## config.mk

```make
export PLATFORM = sky130hd
export DESIGN_NAME = m3i_merge
export DESIGN_NICKNAME = d
export VERILOG_FILES = /design/src/rtl/m3i_pkg.sv /design/src/rtl/m3i_merge.sv
export SDC_FILE = /design/constraint.sdc
export NUM_CORES = 1
export LEC_CHECK = 0
export ABC_AREA = 0
export BUFFER_PORTS_ARGS = -buffer_cell sky130_fd_sc_hd__buf_2
export CELL_PAD_IN_SITES_DETAIL_PLACEMENT = 1
export CELL_PAD_IN_SITES_GLOBAL_PLACEMENT = 1
export CORE_AREA = 2 2 339 341
export DETAILED_ROUTE_END_ITERATION = 6
export DIE_AREA = 0 0 341 343
export GPL_ROUTABILITY_DRIVEN = 1
export PLACE_DENSITY = 0.3
export SLEW_MARGIN = 10
export SYNTH_ARGS = -nofsm -noshare
export SYNTH_HDL_FRONTEND = slang
export SYNTH_SLANG_ARGS = --single-unit
```

## constraint.sdc

```tcl
create_clock -name vclk -period 1.3
set_clock_uncertainty 0.2 [all_clocks]
set_input_delay 0.065 -clock vclk [all_inputs]
set_output_delay 0.065 -clock vclk [all_outputs]
set_load 0.02 [all_outputs]
```

## src/rtl/m3i_pkg.sv

```systemverilog
// Shared constants and types for the 3x3 matrix inverse unit.
package m3i_pkg;

  // Number of elements in one 3x3 matrix.
  localparam int NUM_ELEM = 9;

  // Status carried with each result.
  typedef struct packed {
    logic singular;
    logic overflow;
  } m3i_flags_t;

  // Row-major index of element (row, col), rows and columns taken mod 3.
  function automatic int elem_idx(input int row, input int col);
    elem_idx = ((row % 3) * 3) + (col % 3);
  endfunction

endpackage

```

## src/rtl/m3i_merge.sv

```systemverilog
// Merge of the nine lane results into one inverse transaction with its flags.
module m3i_merge
  import m3i_pkg::*;
#(
  parameter int W = 32
) (
  input  logic signed [W-1:0] lane_val [NUM_ELEM],
  input  logic [NUM_ELEM-1:0] lane_sat,
  input  logic signed [W-1:0] a_orig   [NUM_ELEM],
  input  logic                det_zero,
  output logic signed [W-1:0] b        [NUM_ELEM],
  output m3i_flags_t          flags
);

  // A singular matrix is passed back untouched.
  always_comb begin
    for (int e = 0; e < NUM_ELEM; e++) begin
      b[e] = det_zero ? a_orig[e] : lane_val[e];
    end
    flags.singular = det_zero;
    flags.overflow = !det_zero && (|lane_sat);
  end

endmodule

```

==> flow_summary.json <==
{
  "synth.most_common_cell": "sky130_fd_sc_hd__mux2_4",
  "finalWirelength_um": 60400,
  "cts_setup_buffers": 0,
  "dp_hpwl_um": 54400,
  "yosys.area.top_type_share_pct": 69.2,
  "vias": 6846,
  "dieWidth_um": 341,
  "cp.arrival_ns": 1.07,
  "grt_setup_unrepaired": "yes",
  "synth_warnings": 0,
  "place_congestion": 0.970,
  "fin_nets": 1812,
  "synth.yosys.seq_area_share_pct": 0,
  "timing_hold_violations_final": 0,
  "cp_max_fo": 8,
  "synthesis.instances": 325,
  "detailedRoute.firstPassIterationCount": 4,
  "report.final.setup_viol": 70,
  "initial_antenna_violation_count": 55,
  "finish.cell_count_without_fillers": 2740,
  "grt_remaining_overflow": 0,
  "worst_setup_path_end_kind": "output pin",
  "clock_power_share_pct": 0,
  "final.setup.worst_slack_ns": -0.0389,
  "synth_simple_gate_area_share_pct": 0.346,
  "fin_tns_setup_ns": -0.960,
  "per_instance_average_area_after_synthesis_um2": 13.4,
  "dpl_worst_slack_ns": -0.148,
  "die_height_um": 343,
  "grt_pass1_vias": 7149,
  "core-area_um2": 113000,
  "combined_global_route_utilization_of_all_metal_layers_pct": 8.90,
  "finalMaxSlewViolations": 0,
  "design.portCount": 876,
  "status": "finished, violations left",
  "hold_path_end": "b[175]",
  "clock_buffer_count": 0,
  "post-place-cells": 2711,
  "share_comb_of_total_power_pct": 100.0,
  "hold_start": "lane_val[175]",
  "post_synth_mux_area_share_pct": 92.0,
  "synth.area.top_cells": "sky130_fd_sc_hd__mux2_4, sky130_fd_sc_hd__mux2_2, sky130_fd_sc_hd__buf_6, sky130_fd_sc_hd__buf_2, sky130_fd_sc_hd__buf_4",
  "synth-compound-area-share_pct": 0.144,
  "fin_crit_sh_pct": 103,
  "dr.first_iter.drc_count": 102,
  "worst_ir_drop_vdd_mv": 0.114,
  "average_wire_per_standard_cell_um": 22.0,
  "route.detailed.vias_per_inst": 2.50,
  "whs_path_depth": 3,
  "finalPower_mw": 5.33,
  "synth.lib_cells_used.distinct": 9,
  "seq_cells": 0,
  "timing.setup.critical_path_class": "in -> out",
  "required_time_of_the_worst_setup_path_ns": 1.03,
  "area_growth_syn_to_layout_pct": 194,
  "layout-drive-gt1-share_pct": 99.7,
  "ant_nets_after_route": 0,
  "pin_count_of_the_biggest_net_entering_global_routing": 24,
  "power.density_cell_area_nw_per_um2": 417,
  "max-slew-margin-rel_pct": 84.7,
  "synth_nets": 911,
  "initial_core_util_pct": 3.83,
  "seqCellArea_um2": 0,
  "timing.final.crit_period_ns": 1.34,
  "placement_rows": 124,
  "worst_pin_slew_ns": 0.227,
  "achievable-frequency_mhz": 747,
  "area_share_of_fa_ha_maj_cells_after_synthesis_pct": 0,
  "critPathLaunchType": "primary input",
  "power.net_switching_mw": 2.42,
  "max_cap_viols": 0,
  "remaining_drc_errors": 0,
  "power.static_leakage_nw": 6.60,
  "switching_share_pct": 45.4,
  "seq_power_share_pct": 0,
  "netlist_area_um2": 4340,
  "ys_top_cells_by_count": "sky130_fd_sc_hd__mux2_4, sky130_fd_sc_hd__mux2_2, sky130_fd_sc_hd__buf_6, sky130_fd_sc_hd__buf_2",
  "grt_pass1_wl_um": 69700,
  "yosysTopAreaCell": "sky130_fd_sc_hd__mux2_4",
  "cell_int_power_mw": 2.91,
  "buffer_ports.inserted": 876,
  "hp-class": "in -> out",
  "synthXorXnorAreaFrac_pct": 0,
  "layout.core_utilization_pct": 11.3,
  "dieArea_um2": 117000,
  "violated_checks": "setup timing",
  "combinational_family_with_the_most_area_after_synthesis": "multiplexers"
}
[critical path, stage by stage]
cell,delay (ns)
sky130_fd_sc_hd__buf_16,0.13
sky130_fd_sc_hd__clkbuf_16,0.20
sky130_fd_sc_hd__buf_16,0.15
sky130_fd_sc_hd__mux2_4,0.35
sky130_fd_sc_hd__buf_6,0.14
[how the worst max path moves through the flow]
stage | start | to | cells after the start
after detailed placement | det_zero | b[61] | 5
after CTS | det_zero | b[194] | 5
after global placement | det_zero | b[55] | 5
after global routing | det_zero | b[28] | 5
after floorplan | det_zero | b[0] | 4
final | det_zero | b[121] | 5
[layout make-up]
class / instances / area [um2]
diodes: 4 / 10.0
fillers: 13500 / 101000
well taps: 1512 / 1890
multi-input cells: 292 / 4200
repair buffers: 932 / 6670
[layer usage]
layer	up-vias	part of all wire (%)	global-route usage, %
met5	-	0.45	0
met4	40	0.65	0.0275
met3	86	13	5.13
met2	484	48	15.4
met1	3179	38	10.1
li1	3057	-	-
[through the flow]
stage / hold slack, ns / area, um2
after CTS: 0.276 / 10700
after global placement: 0.278 / 10600
after detailed placement: 0.275 / 10600
final: 0.242 / 12800
after global routing: 0.251 / 12800
after floorplan: 0.0426 / 4340
[power by group through the flow]
stage	clock, mW	combinational, mW	sequential, mW
after global placement	0	4.37	0
after detailed placement	0	4.37	0
after CTS	0	4.43	0
after global routing	0	5.60	0
final	0.000000417	5.33	0
after floorplan	0	2.33	0
[repair_timing]
item                                    in CTS  in global routing
gates cloned                                 2                 23
hold buffers                                 0                  0
endpoints found under the setup margin     269                284
gates resized for setup                      8                508
[cell families (layout without fill, tap and decap cells)]
kind of cell | count (synthesis) | count (layout)
other | 0 | 4
AND/OR/NAND/NOR | 3 | 3
multiplexers | 288 | 288
AO/OA/AOI/OAI | 1 | 1
buffers and inverters | 33 | 932
[cell usage in the layout, fill, tap and decap left out]
master / instances
sky130_fd_sc_hd__buf_6: 173
sky130_fd_sc_hd__buf_8: 8
sky130_fd_sc_hd__clkbuf_16: 19
sky130_fd_sc_hd__diode_2: 4
sky130_fd_sc_hd__buf_16: 10
sky130_fd_sc_hd__nor3_1: 1
sky130_fd_sc_hd__buf_12: 14
sky130_fd_sc_hd__mux2_4: 250
sky130_fd_sc_hd__nor4_1: 1
sky130_fd_sc_hd__nor2_1: 1
sky130_fd_sc_hd__clkbuf_4: 1
sky130_fd_sc_hd__a31oi_1: 1
sky130_fd_sc_hd__mux2_2: 38
sky130_fd_sc_hd__buf_2: 697
sky130_fd_sc_hd__buf_4: 10
Power figures use the tool's default switching activity.
